**config.mk**
```make
export PLATFORM = sky130hd
export DESIGN_NAME = lje_ctrl
export DESIGN_NICKNAME = d
export VERILOG_FILES = /design/src/sv/lje_pkg.sv /design/src/sv/lje_ctrl.sv
export SDC_FILE = /design/constraint.sdc
export NUM_CORES = 1
export LEC_CHECK = 0
export ABC_AREA = 1
export BUFFER_PORTS_ARGS = -buffer_cell sky130_fd_sc_hd__clkbuf_2
export CAP_MARGIN = 10
export CORE_AREA = 2 2 74 76
export DETAILED_ROUTE_END_ITERATION = 6
export DIE_AREA = 0 0 76 78
export MAX_ROUTING_LAYER = met4
export PLACE_DENSITY = 0.87
export SKIP_CTS_REPAIR_TIMING = 1
export SYNTH_ARGS = -nofsm -noshare
export SYNTH_HDL_FRONTEND = slang
export SYNTH_SLANG_ARGS = --single-unit
```
**constraint.sdc**
```tcl
create_clock -name clk -period 1.5 [get_ports clk]
set_input_delay 0.45 -clock clk [delete_from_list [all_inputs] [get_ports clk]]
set_output_delay 0.45 -clock clk [all_outputs]
set_load 0.01 [all_outputs]
```
**src/sv/lje_pkg.sv**
```systemverilog
`timescale 1ns / 1ps
// Package for the Lennard-Jones energy accumulator: request and result types,
// command and status structs, the micro-op program and shared arithmetic helpers.
// No dependencies.
package lje_pkg;

    localparam int ENERGY_FRAC_BITS = 32;
    localparam int LJ_SHIFT = 46 - ENERGY_FRAC_BITS;
    localparam int TAIL_SHIFT = 60 - ENERGY_FRAC_BITS;
    localparam logic [63:0] TAIL_K_Q28 = 64'd4497679235;
    localparam logic [63:0] ALL_ONES = {64{1'b1}};
    localparam logic [63:0] POS_CAP = {1'b0, {63{1'b1}}};
    localparam int PC_W = 5;
    localparam logic [PC_W-1:0] LJ_PC = 5'd0;
    localparam logic [PC_W-1:0] TAIL_PC = 5'd8;

    localparam logic [1:0] ACT_PAIR = 2'd0;
    localparam logic [1:0] ACT_SELF = 2'd1;
    localparam logic [1:0] ACT_FINISH = 2'd2;
    localparam logic [1:0] ACT_UNUSED = 2'd3;

    localparam logic [1:0] REG_TAIL_ON = 2'd0;
    localparam logic [1:0] REG_CUTOFF = 2'd1;
    localparam logic [1:0] REG_VOLUME = 2'd2;

    typedef struct packed {
        logic [1:0]  action;
        logic [31:0] eps_a;
        logic [31:0] eps_b;
        logic [31:0] sig_a;
        logic [31:0] sig_b;
        logic [31:0] distance;
        logic        frozen;
    } item_t;

    typedef struct packed {
        logic signed [63:0] total_energy;
        logic signed [63:0] lj_energy;
        logic signed [63:0] pair_tail_energy;
        logic signed [63:0] self_tail_energy;
        logic               saturated;
    } result_t;

    typedef enum logic [1:0] {UK_MUL, UK_DIV, UK_DIFF, UK_ACC} kind_t;
    typedef enum logic [2:0] {SRC_EPS, SRC_SIG, SRC_X, SRC_Y, SRC_Z, SRC_W, SRC_K} src_t;
    typedef enum logic [1:0] {DST_X, DST_Y, DST_Z, DST_W} dst_t;
    typedef enum logic [2:0] {SH_Q32, SH_LJ, SH_EPS, SH_TAIL, SH_FULL} shift_t;
    typedef enum logic [1:0] {DV_DIST, DV_CUT, DV_TAIL} divsel_t;
    typedef enum logic {AC_LJ, AC_TAIL} acc_t;

    typedef struct packed {
        kind_t   kind;
        src_t    src1;
        src_t    src2;
        dst_t    dst;
        shift_t  shift;
        divsel_t divsel;
        acc_t    acc;
        logic    last;
    } uop_t;

    typedef struct packed {
        logic capture;
        logic start_sqrt;
        logic op_start;
        uop_t op;
        logic emit;
    } cmd_t;

    typedef struct packed {
        logic sqrt_done;
        logic op_done;
        logic eps_zero;
        logic sig_zero;
        logic lj_en;
        logic tail_on;
        logic res_blocked;
    } stat_t;

    function automatic uop_t mk(kind_t k, src_t a, src_t b, dst_t d, shift_t s,
                                divsel_t v, acc_t c, logic l);
        uop_t u;
        u.kind = k;
        u.src1 = a;
        u.src2 = b;
        u.dst = d;
        u.shift = s;
        u.divsel = v;
        u.acc = c;
        u.last = l;
        return u;
    endfunction

    function automatic uop_t uop_at(logic [PC_W-1:0] pc);
        uop_t u;
        case (pc)
            5'd0:  u = mk(UK_DIV, SRC_X, SRC_X, DST_X, SH_Q32, DV_DIST, AC_LJ, 1'b0);
            5'd1:  u = mk(UK_MUL, SRC_X, SRC_X, DST_Y, SH_Q32, DV_DIST, AC_LJ, 1'b0);
            5'd2:  u = mk(UK_MUL, SRC_Y, SRC_Y, DST_Z, SH_Q32, DV_DIST, AC_LJ, 1'b0);
            5'd3:  u = mk(UK_MUL, SRC_Z, SRC_Y, DST_Z, SH_Q32, DV_DIST, AC_LJ, 1'b0);
            5'd4:  u = mk(UK_MUL, SRC_Z, SRC_Z, DST_W, SH_Q32, DV_DIST, AC_LJ, 1'b0);
            5'd5:  u = mk(UK_DIFF, SRC_Z, SRC_W, DST_X, SH_Q32, DV_DIST, AC_LJ, 1'b0);
            5'd6:  u = mk(UK_MUL, SRC_EPS, SRC_X, DST_X, SH_LJ, DV_DIST, AC_LJ, 1'b0);
            5'd7:  u = mk(UK_ACC, SRC_X, SRC_X, DST_X, SH_Q32, DV_DIST, AC_LJ, 1'b1);
            5'd8:  u = mk(UK_DIV, SRC_X, SRC_X, DST_X, SH_Q32, DV_CUT, AC_TAIL, 1'b0);
            5'd9:  u = mk(UK_MUL, SRC_X, SRC_X, DST_Y, SH_Q32, DV_CUT, AC_TAIL, 1'b0);
            5'd10: u = mk(UK_MUL, SRC_Y, SRC_X, DST_Y, SH_Q32, DV_CUT, AC_TAIL, 1'b0);
            5'd11: u = mk(UK_MUL, SRC_Y, SRC_Y, DST_Z, SH_Q32, DV_CUT, AC_TAIL, 1'b0);
            5'd12: u = mk(UK_MUL, SRC_Z, SRC_Y, DST_Z, SH_Q32, DV_CUT, AC_TAIL, 1'b0);
            5'd13: u = mk(UK_DIFF, SRC_Y, SRC_Z, DST_X, SH_Q32, DV_CUT, AC_TAIL, 1'b0);
            5'd14: u = mk(UK_MUL, SRC_SIG, SRC_SIG, DST_Y, SH_FULL, DV_CUT, AC_TAIL, 1'b0);
            5'd15: u = mk(UK_MUL, SRC_Y, SRC_SIG, DST_Y, SH_Q32, DV_CUT, AC_TAIL, 1'b0);
            5'd16: u = mk(UK_MUL, SRC_EPS, SRC_Y, DST_Y, SH_EPS, DV_CUT, AC_TAIL, 1'b0);
            5'd17: u = mk(UK_MUL, SRC_Y, SRC_X, DST_W, SH_FULL, DV_CUT, AC_TAIL, 1'b0);
            5'd18: u = mk(UK_DIV, SRC_X, SRC_X, DST_X, SH_Q32, DV_TAIL, AC_TAIL, 1'b0);
            5'd19: u = mk(UK_MUL, SRC_X, SRC_K, DST_X, SH_TAIL, DV_TAIL, AC_TAIL, 1'b0);
            default: u = mk(UK_ACC, SRC_X, SRC_X, DST_X, SH_Q32, DV_TAIL, AC_TAIL, 1'b1);
        endcase
        return u;
    endfunction

    // Signed saturating add; the top bit of the result is the overflow flag.
    function automatic logic [64:0] sat_add(logic signed [63:0] a, logic signed [63:0] b);
        logic signed [63:0] s;
        logic ovf;
        s = a + b;
        ovf = (a[63] == b[63]) && (s[63] != a[63]);
        if (ovf)
        begin
            s = b[63] ? {1'b1, {63{1'b0}}} : {1'b0, {63{1'b1}}};
        end
        return {ovf, s};
    endfunction

endpackage

```
**src/sv/lje_ctrl.sv**
```systemverilog
`timescale 1ns / 1ps
// Controller of the Lennard-Jones energy accumulator: request decode and the
// micro-op sequencer. Depends on lje_pkg.
module lje_ctrl
    import lje_pkg::*;
(
    input  logic  clk,
    input  logic  rst_n,
    input  logic  item_valid,
    output logic  item_stall,
    input  item_t item,
    input  stat_t stat,
    output cmd_t  cmd
);

    typedef enum logic [3:0] {
        ST_IDLE  = 4'b0001,
        ST_SQRT  = 4'b0010,
        ST_ISSUE = 4'b0100,
        ST_WAIT  = 4'b1000
    } state_t;

    state_t state_reg, state_next;
    logic [PC_W-1:0] pc_reg, pc_next;
    logic accept;
    uop_t op;

    assign op = uop_at(pc_reg);
    assign item_stall = (state_reg != ST_IDLE) || stat.res_blocked;
    assign accept = item_valid && !item_stall;

    always_comb
    begin
        state_next = state_reg;
        pc_next = pc_reg;
        cmd.capture = accept;
        cmd.start_sqrt = 1'b0;
        cmd.op_start = 1'b0;
        cmd.op = op;
        cmd.emit = 1'b0;
        case (state_reg)
            ST_IDLE:
            begin
                if (accept)
                begin
                    case (item.action)
                        ACT_PAIR:
                        begin
                            cmd.start_sqrt = 1'b1;
                            state_next = ST_SQRT;
                        end
                        ACT_SELF:
                        begin
                            if (stat.tail_on && !item.frozen && item.eps_a != 32'd0
                                && item.sig_a != 32'd0)
                            begin
                                pc_next = TAIL_PC;
                                state_next = ST_ISSUE;
                            end
                        end
                        ACT_FINISH: cmd.emit = 1'b1;
                        default: ;
                    endcase
                end
            end
            ST_SQRT:
            begin
                if (stat.sqrt_done)
                begin
                    if (stat.eps_zero || stat.sig_zero)
                    begin
                        state_next = ST_IDLE;
                    end
                    else
                    begin
                        pc_next = stat.lj_en ? LJ_PC : TAIL_PC;
                        state_next = ST_ISSUE;
                    end
                end
            end
            ST_ISSUE:
            begin
                cmd.op_start = 1'b1;
                state_next = ST_WAIT;
            end
            ST_WAIT:
            begin
                if (stat.op_done)
                begin
                    if (!op.last)
                    begin
                        pc_next = pc_reg + 1'b1;
                        state_next = ST_ISSUE;
                    end
                    else if (op.acc == AC_LJ && stat.tail_on)
                    begin
                        pc_next = TAIL_PC;
                        state_next = ST_ISSUE;
                    end
                    else
                    begin
                        state_next = ST_IDLE;
                    end
                end
            end
            default: state_next = ST_IDLE;
        endcase
    end

    always_ff @(posedge clk or negedge rst_n)
    begin
        if (!rst_n)
        begin
            state_reg <= ST_IDLE;
            pc_reg <= LJ_PC;
        end
        else
        begin
            state_reg <= state_next;
            pc_reg <= pc_next;
        end
    end

endmodule

```
==> impl_metrics.py, run 1 <==
metrics = {
    "status": {
        "status": "finished with violations",
        "violations": "negative setup slack",
    },
    "worst_setup_path": {
        "worst-endpoint-required_ps": 1050,
        "cp_top_family": "simple AND/OR/NAND/NOR gates",
        "cp-end-kind": "primary output",
        "cp_slowest_stage_delay_ps": 540,
        "worst-path-buf-inv": 2,
        "start_kind": "register",
        "path_cells": "inv_2 -> nor2_4 -> nand2_2 -> or2_4 -> nor2_4 -> nand2_2 -> nor2_2 -> buf_2",
        "worstSetupPathType": "register to primary output",
        "cp_slowest_cell": "dfstp_2",
        "critPathMaxFanout": 2,
        "crit_arrival_ps": 1630,
    },
    "grt": {
        "grt_pass1_wl_mm": 7.76,
        "first_global_vias": 1900,
        "antenna_found_initial": 0,
        "grt_max_degree": 15,
        "grt.total_usage_pct": 15.7,
        "grt.overflow.total": 0,
    },
    "job": {
        "maxCapViolCount": 0,
    },
    "die": {
        "start_util_pct": 28.0,
        "core_area_um2": 5040,
        "die_w_um": 76,
        "die_area_um2": 5930,
        "fp.dieH_um": 78,
        "rows": 26,
        "top_level_ports": 195,
    },
    "synth": {
        "syn_avg_cell_area_um2": 5.83,
        "ys_seq_elements": 9,
        "postSynthCellCount": 242,
        "synth_edf_count": 0,
        "syn_area_um2": 1410,
        "netlist-cell-type-count": 32,
        "ys_warn_count": 0,
        "syn-num-nets": 422,
        "ys.flop_type": "dfrtp_1",
        "synth-seq-area-share_pct": 16.1,
        "ys_async_sr_fraction_pct": 100,
    },
    "cts": {
        "path_clk_slew_ps": 50,
        "root_buffer": "clkbuf_8",
        "insertion_delay_ps": 230,
        "clockBufferDepth": 2,
        "h-tree-depth": 1,
        "clock_sinks": 9,
        "numCtsBuffers": 3,
        "cts_tree": "built",
    },
    "drt": {
        "dr.pass1.iters": 4,
        "viasPerCell": 4.39,
        "wl_per_cell_um": 11.5,
        "drc_errors": 0,
        "route.final.wire_length_mm": 5.42,
        "num_vias": 2068,
        "drt.antenna.violating_nets": 0,
        "dr.first_iter.drc_count": 77,
    },
    "placement": {
        "dp_hpwl_mm": 3.85,
        "gp_congestion": 0.919,
        "portBuffers": 98,
    },
    "layout": {
        "fin_nets": 582,
        "drive_gt1_share_pct": 61.8,
        "n_fill_cell": 437,
        "multi_input_area_um2": 1290,
        "layout_commonest_cell": "clkbuf_2",
        "syn_to_final_growth_pct": 107,
        "ff_latch_area_um2": 233,
        "largest_reg_flops": 5,
        "antennaDiodeCount": 0,
        "final_cell_mix": "clkbuf_2 (79), buf_4 (46), nor2_1 (43), nand2_1 (35), inv_1 (29)",
    },
    "sta": {
        "holdWs_ps": 77.5,
        "finalCriticalPeriod_ps": 2080,
        "hold_viol": 0,
        "slew_violations": 0,
        "clock_skew_ps": 1.53,
        "min_period_over_period_pct": 139,
        "fmax_mhz": 481,
        "relSlewSlack_pct": 78.1,
        "fin_ws_ps": -580,
        "rsz0062_at_grt": "true",
        "setup_viol": 30,
        "tightest_slew_ps": 325,
    },
    "power_and_ir_drop": {
        "leakagePower_nw": 1.56,
        "peakVddDrop_uv": 758,
        "total_power_w": 0.00322,
        "power.density_nw_per_um2": 1110,
    },
    "min_path": {
        "hold_path_class": "input port to asynchronous set/reset pin",
    },
}
## cell usage after synthesis, types with 2 or more instances
library cell / instances / area (um2)
inv_2: 5 / 18.8
o21ai_1: 2 / 10.0
nand4_1: 6 / 37.5
a21oi_1: 3 / 15.0
nor3_1: 4 / 20.0
nand2_2: 2 / 12.5
o22ai_1: 2 / 12.5
ha_1: 7 / 87.6
nand2_4: 4 / 45.0
nor2_8: 2 / 40.0
inv_1: 35 / 131
nor2_1: 52 / 195
nand2_1: 59 / 221
nand3_1: 15 / 75.1
dfrtp_1: 8 / 200
nor2_2: 2 / 12.5
buf_6: 2 / 22.5
xor2_1: 2 / 17.5
o211ai_1: 4 / 30.0
and2_1: 4 / 25.0
buf_4: 2 / 15.0
o21ai_0: 10 / 50.1
## worst paths after layout
kind,from,end,slack (ps),depth (start not counted)
hold / removal,rst_n,state_reg[3]$_DFFE_PN0P_,80,1
setup reg to reg,state_reg[0]$_DFFE_PN1P_,pc_reg[1]$_DFFE_PN0P_,-290,11
setup / recovery,state_reg[0]$_DFFE_PN1P_,cmd[0],-580,8
hold reg to reg,pc_reg[1]$_DFFE_PN0P_,pc_reg[1]$_DFFE_PN0P_,570,2
min in group clk,stat[5],state_reg[3]$_DFFE_PN0P_,540,4
max in group asynchronous,rst_n,state_reg[0]$_DFFE_PN1P_,1160,1
## worst register-to-register path: cells and delay by family, from the launching register on
family / cells / cell delay (ps)
buf+inv: 3 / 290
flops: 1 / 540
simple gates: 8 / 840
## power breakdown
group	leakage, nW	switching, W	total (W)	internal [W]
Clock	0.0228	0.0000996	0.000285	0.000186
Sequential	0.111	0.0000990	0.000428	0.000329
Combinational	1.43	0.00127	0.00251	0.00125
## cell type report
type	count	area share (%)
Inverter	40	5.67
Clock buffer	4	1.55
Multi-Input combinational cell	188	44.4
Sequential cell	9	7.98
Tap cell	70	3.00
Timing Repair Buffer	160	37.4
## kinds of logic (layout without fill, tap and decap cells)
logic type	after synthesis	after routing	share of synthesized area [%]
xor gates and xnor gates	2	2	1.24
adders and majority gates	7	7	6.21
DFF	9	9	16.1
and+or+nand+nor	153	153	50.6
buffers and inverters	45	204	13.7
AOI/OAI and AO/OA	26	26	12.2
## stage by stage
stage	setup TNS (ps)	cell area [um2]	std cells	util, %	setup slack [ps]
2_1_floorplan	-1270	1520	242	-	-258
4_1_cts	-10250	2430	451	48.2	-643
3_3_place_gp	-3740	2390	447	47.3	-354
5_1_grt	-12650	2920	471	57.8	-651
6_report	-10730	2920	471	57.8	-580
3_5_place_dp	-4580	2390	447	47.3	-377
## routing by layer
metal	wire length (um)	track usage [%]	part of all wire, %
met5	0	-	0
met4	17	3.09	0.31
met3	279	1.74	5.1
met2	2970	29.6	55
met1	2160	17.9	40
No activity file was read; power rests on OpenSTA's default activity.
==> run 2: changes to the inputs <==
--- a/config.mk
+++ b/config.mk
@@ -13,7 +13,6 @@
 export DIE_AREA = 0 0 76 78
 export MAX_ROUTING_LAYER = met4
 export PLACE_DENSITY = 0.87
-export SKIP_CTS_REPAIR_TIMING = 1
 export SYNTH_ARGS = -nofsm -noshare
 export SYNTH_HDL_FRONTEND = slang
 export SYNTH_SLANG_ARGS = --single-unit
==> run 2 against run 1 <==
  * The run still ends with negative setup slack left
  * Via count is 2.5% higher
  * Clock power barely moved
  * Total power up 4.6%
  * Largest cell class unchanged
  * Highest routed layer unchanged
==> impl_metrics.py, run 2 (synthesis gave the netlist of run 1 again) <==
metrics = {
    "status": {
        "status": "finished with violations",
        "violations": "negative setup slack",
    },
    "placement": {
        "portBuffers": 98,
        "gp_congestion": 0.919,
        "dp_hpwl_mm": 3.85,
        "dp_slack_ps": -377,
    },
    "grt": {
        "grt_max_degree": 10,
        "grt.total_usage_pct": 18.6,
        "grt_pass1_wl_mm": 8.98,
        "first_global_vias": 2130,
        "antenna_found_initial": 0,
        "grt.overflow.total": 0,
    },
    "die": {
        "start_util_pct": 28.0,
        "fp.dieH_um": 78,
        "rows": 26,
        "top_level_ports": 195,
        "die_area_um2": 5930,
        "core_area_um2": 5040,
        "die_w_um": 76,
    },
    "sta": {
        "setup_viol": 30,
        "fin_ws_ps": -589,
        "holdWs_ps": 76.9,
        "fmax_mhz": 479,
        "min_period_over_period_pct": 139,
        "rsz0062_at_grt": "true",
        "hold_viol": 0,
        "relSlewSlack_pct": 76.9,
        "tightest_slew_ps": 345,
        "slew_violations": 0,
        "finalCriticalPeriod_ps": 2090,
        "clock_skew_ps": 1.30,
    },
    "cts": {
        "h-tree-depth": 1,
        "root_buffer": "clkbuf_8",
        "cts_tree": "built",
        "clockBufferDepth": 2,
        "insertion_delay_ps": 230,
        "ctsHoldBuffers": 0,
        "numCtsBuffers": 3,
        "path_clk_slew_ps": 50,
        "clock_sinks": 9,
    },
    "job": {
        "maxCapViolCount": 0,
    },
    "worst_setup_path": {
        "cp_slowest_cell": "dfstp_2",
        "path_cells": "inv_2 -> nor2_4 -> nand2_2 -> or2_4 -> nor2_4 -> nand2_2 -> nor2_2 -> buf_2",
        "critPathMaxFanout": 2,
        "cp-end-kind": "primary output",
        "start_kind": "register",
        "worst-path-buf-inv": 2,
        "r2r_slack_ps": -320,
        "cp_slowest_stage_delay_ps": 540,
        "r2r-end": "pc_reg[4]$_DFFE_PN0P_",
        "timing.rr.start": "state_reg[0]$_DFFE_PN1P_",
        "cp_top_family": "simple AND/OR/NAND/NOR gates",
        "crit_arrival_ps": 1640,
        "reg2regPathDepth": 11,
        "worst-endpoint-required_ps": 1050,
        "worstSetupPathType": "register to primary output",
    },
    "min_path": {
        "hold_path_class": "input port to asynchronous set/reset pin",
    },
    "drt": {
        "num_vias": 2119,
        "wl_per_cell_um": 11.9,
        "dr.first_iter.drc_count": 90,
        "drc_errors": 0,
        "drt.antenna.violating_nets": 0,
        "route.final.wire_length_mm": 5.65,
        "viasPerCell": 4.48,
        "dr.pass1.iters": 4,
    },
    "power_and_ir_drop": {
        "total_power_w": 0.00337,
        "power.density_nw_per_um2": 1120,
        "peakVddDrop_uv": 747,
        "leakagePower_nw": 1.59,
    },
    "layout": {
        "drive_gt1_share_pct": 63.0,
        "n_fill_cell": 427,
        "largest_reg_flops": 5,
        "final_cell_mix": "clkbuf_2 (80), buf_4 (45), nor2_1 (42), nand2_1 (35), inv_1 (29)",
        "fin_nets": 584,
        "syn_to_final_growth_pct": 113,
        "antennaDiodeCount": 0,
        "layout_commonest_cell": "clkbuf_2",
        "finish.utilization_pct": 59.7,
    },
}
==> run 2: worst max-delay path by stage <==
stage                     depth (start not counted)      to                     start  slack [ps]
after detailed placement                          8  cmd[0]  state_reg[0]$_DFFE_PN1P_        -380
after CTS                                         8  cmd[0]  state_reg[0]$_DFFE_PN1P_        -580
after global routing                              8  cmd[0]  state_reg[0]$_DFFE_PN1P_        -650
final                                             8  cmd[0]  state_reg[0]$_DFFE_PN1P_        -590
after floorplan                                   7  cmd[0]  state_reg[0]$_DFFE_PN1P_        -260
after global placement                            8  cmd[0]  state_reg[0]$_DFFE_PN1P_        -350
==> run 2: cell type report <==
type / count / area [um2] / share of cell area [%]
Multi-Input combinational cell: 188 / 1370 / 45.5
Timing Repair Buffer: 162 / 1110 / 36.8
Sequential cell: 9 / 233 / 7.74
Inverter: 40 / 168 / 5.57
Tap cell: 70 / 87.6 / 2.91
Clock buffer: 4 / 45.0 / 1.50
==> run 2: layer usage <==
metal / GRT usage, % / share of wire (%) / up-vias
met5: - / 0 / -
met4: 6.00 / 3.8 / 0
met3: 1.74 / 4.6 / 22
met2: 36.9 / 53 / 90
met1: 19.3 / 38 / 925
li1: - / - / 1082
==> run 2: stage by stage <==
stage | instances | cell area [um2] | setup TNS, ps
after floorplan | 242 | 1520 | -1270
after global placement | 447 | 2390 | -3740
after detailed placement | 447 | 2390 | -4580
after CTS | 467 | 2820 | -9410
after global routing | 473 | 3010 | -12880
final | 473 | 3010 | -11120
==> run 2: power by group <==
| part | internal, W | leakage [nW] | switching, W |
|---|---|---|---|
| Clock | 0.000186 | 0.0228 | 0.0000989 |
| Combinational | 0.00129 | 1.45 | 0.00137 |
| Sequential | 0.000329 | 0.111 | 0.0000989 |
| Total | 0.00180 | 1.59 | 0.00157 |
==> run 2: worst reg2reg max path: cells and delay by family (launching register included) <==
family	cells	cell delay [ps]
buffers and inverters	3	310
and+or+nand+nor	8	860
DFF	1	540
==> run 2: timing repair <==
item                                    CTS  global route
hold endpoints to repair                  0             0
pin swaps                                28            25
gates resized for setup                  62            60
buffers inserted                         16            12
endpoints found under the setup margin   29            30
gates cloned                              1             0
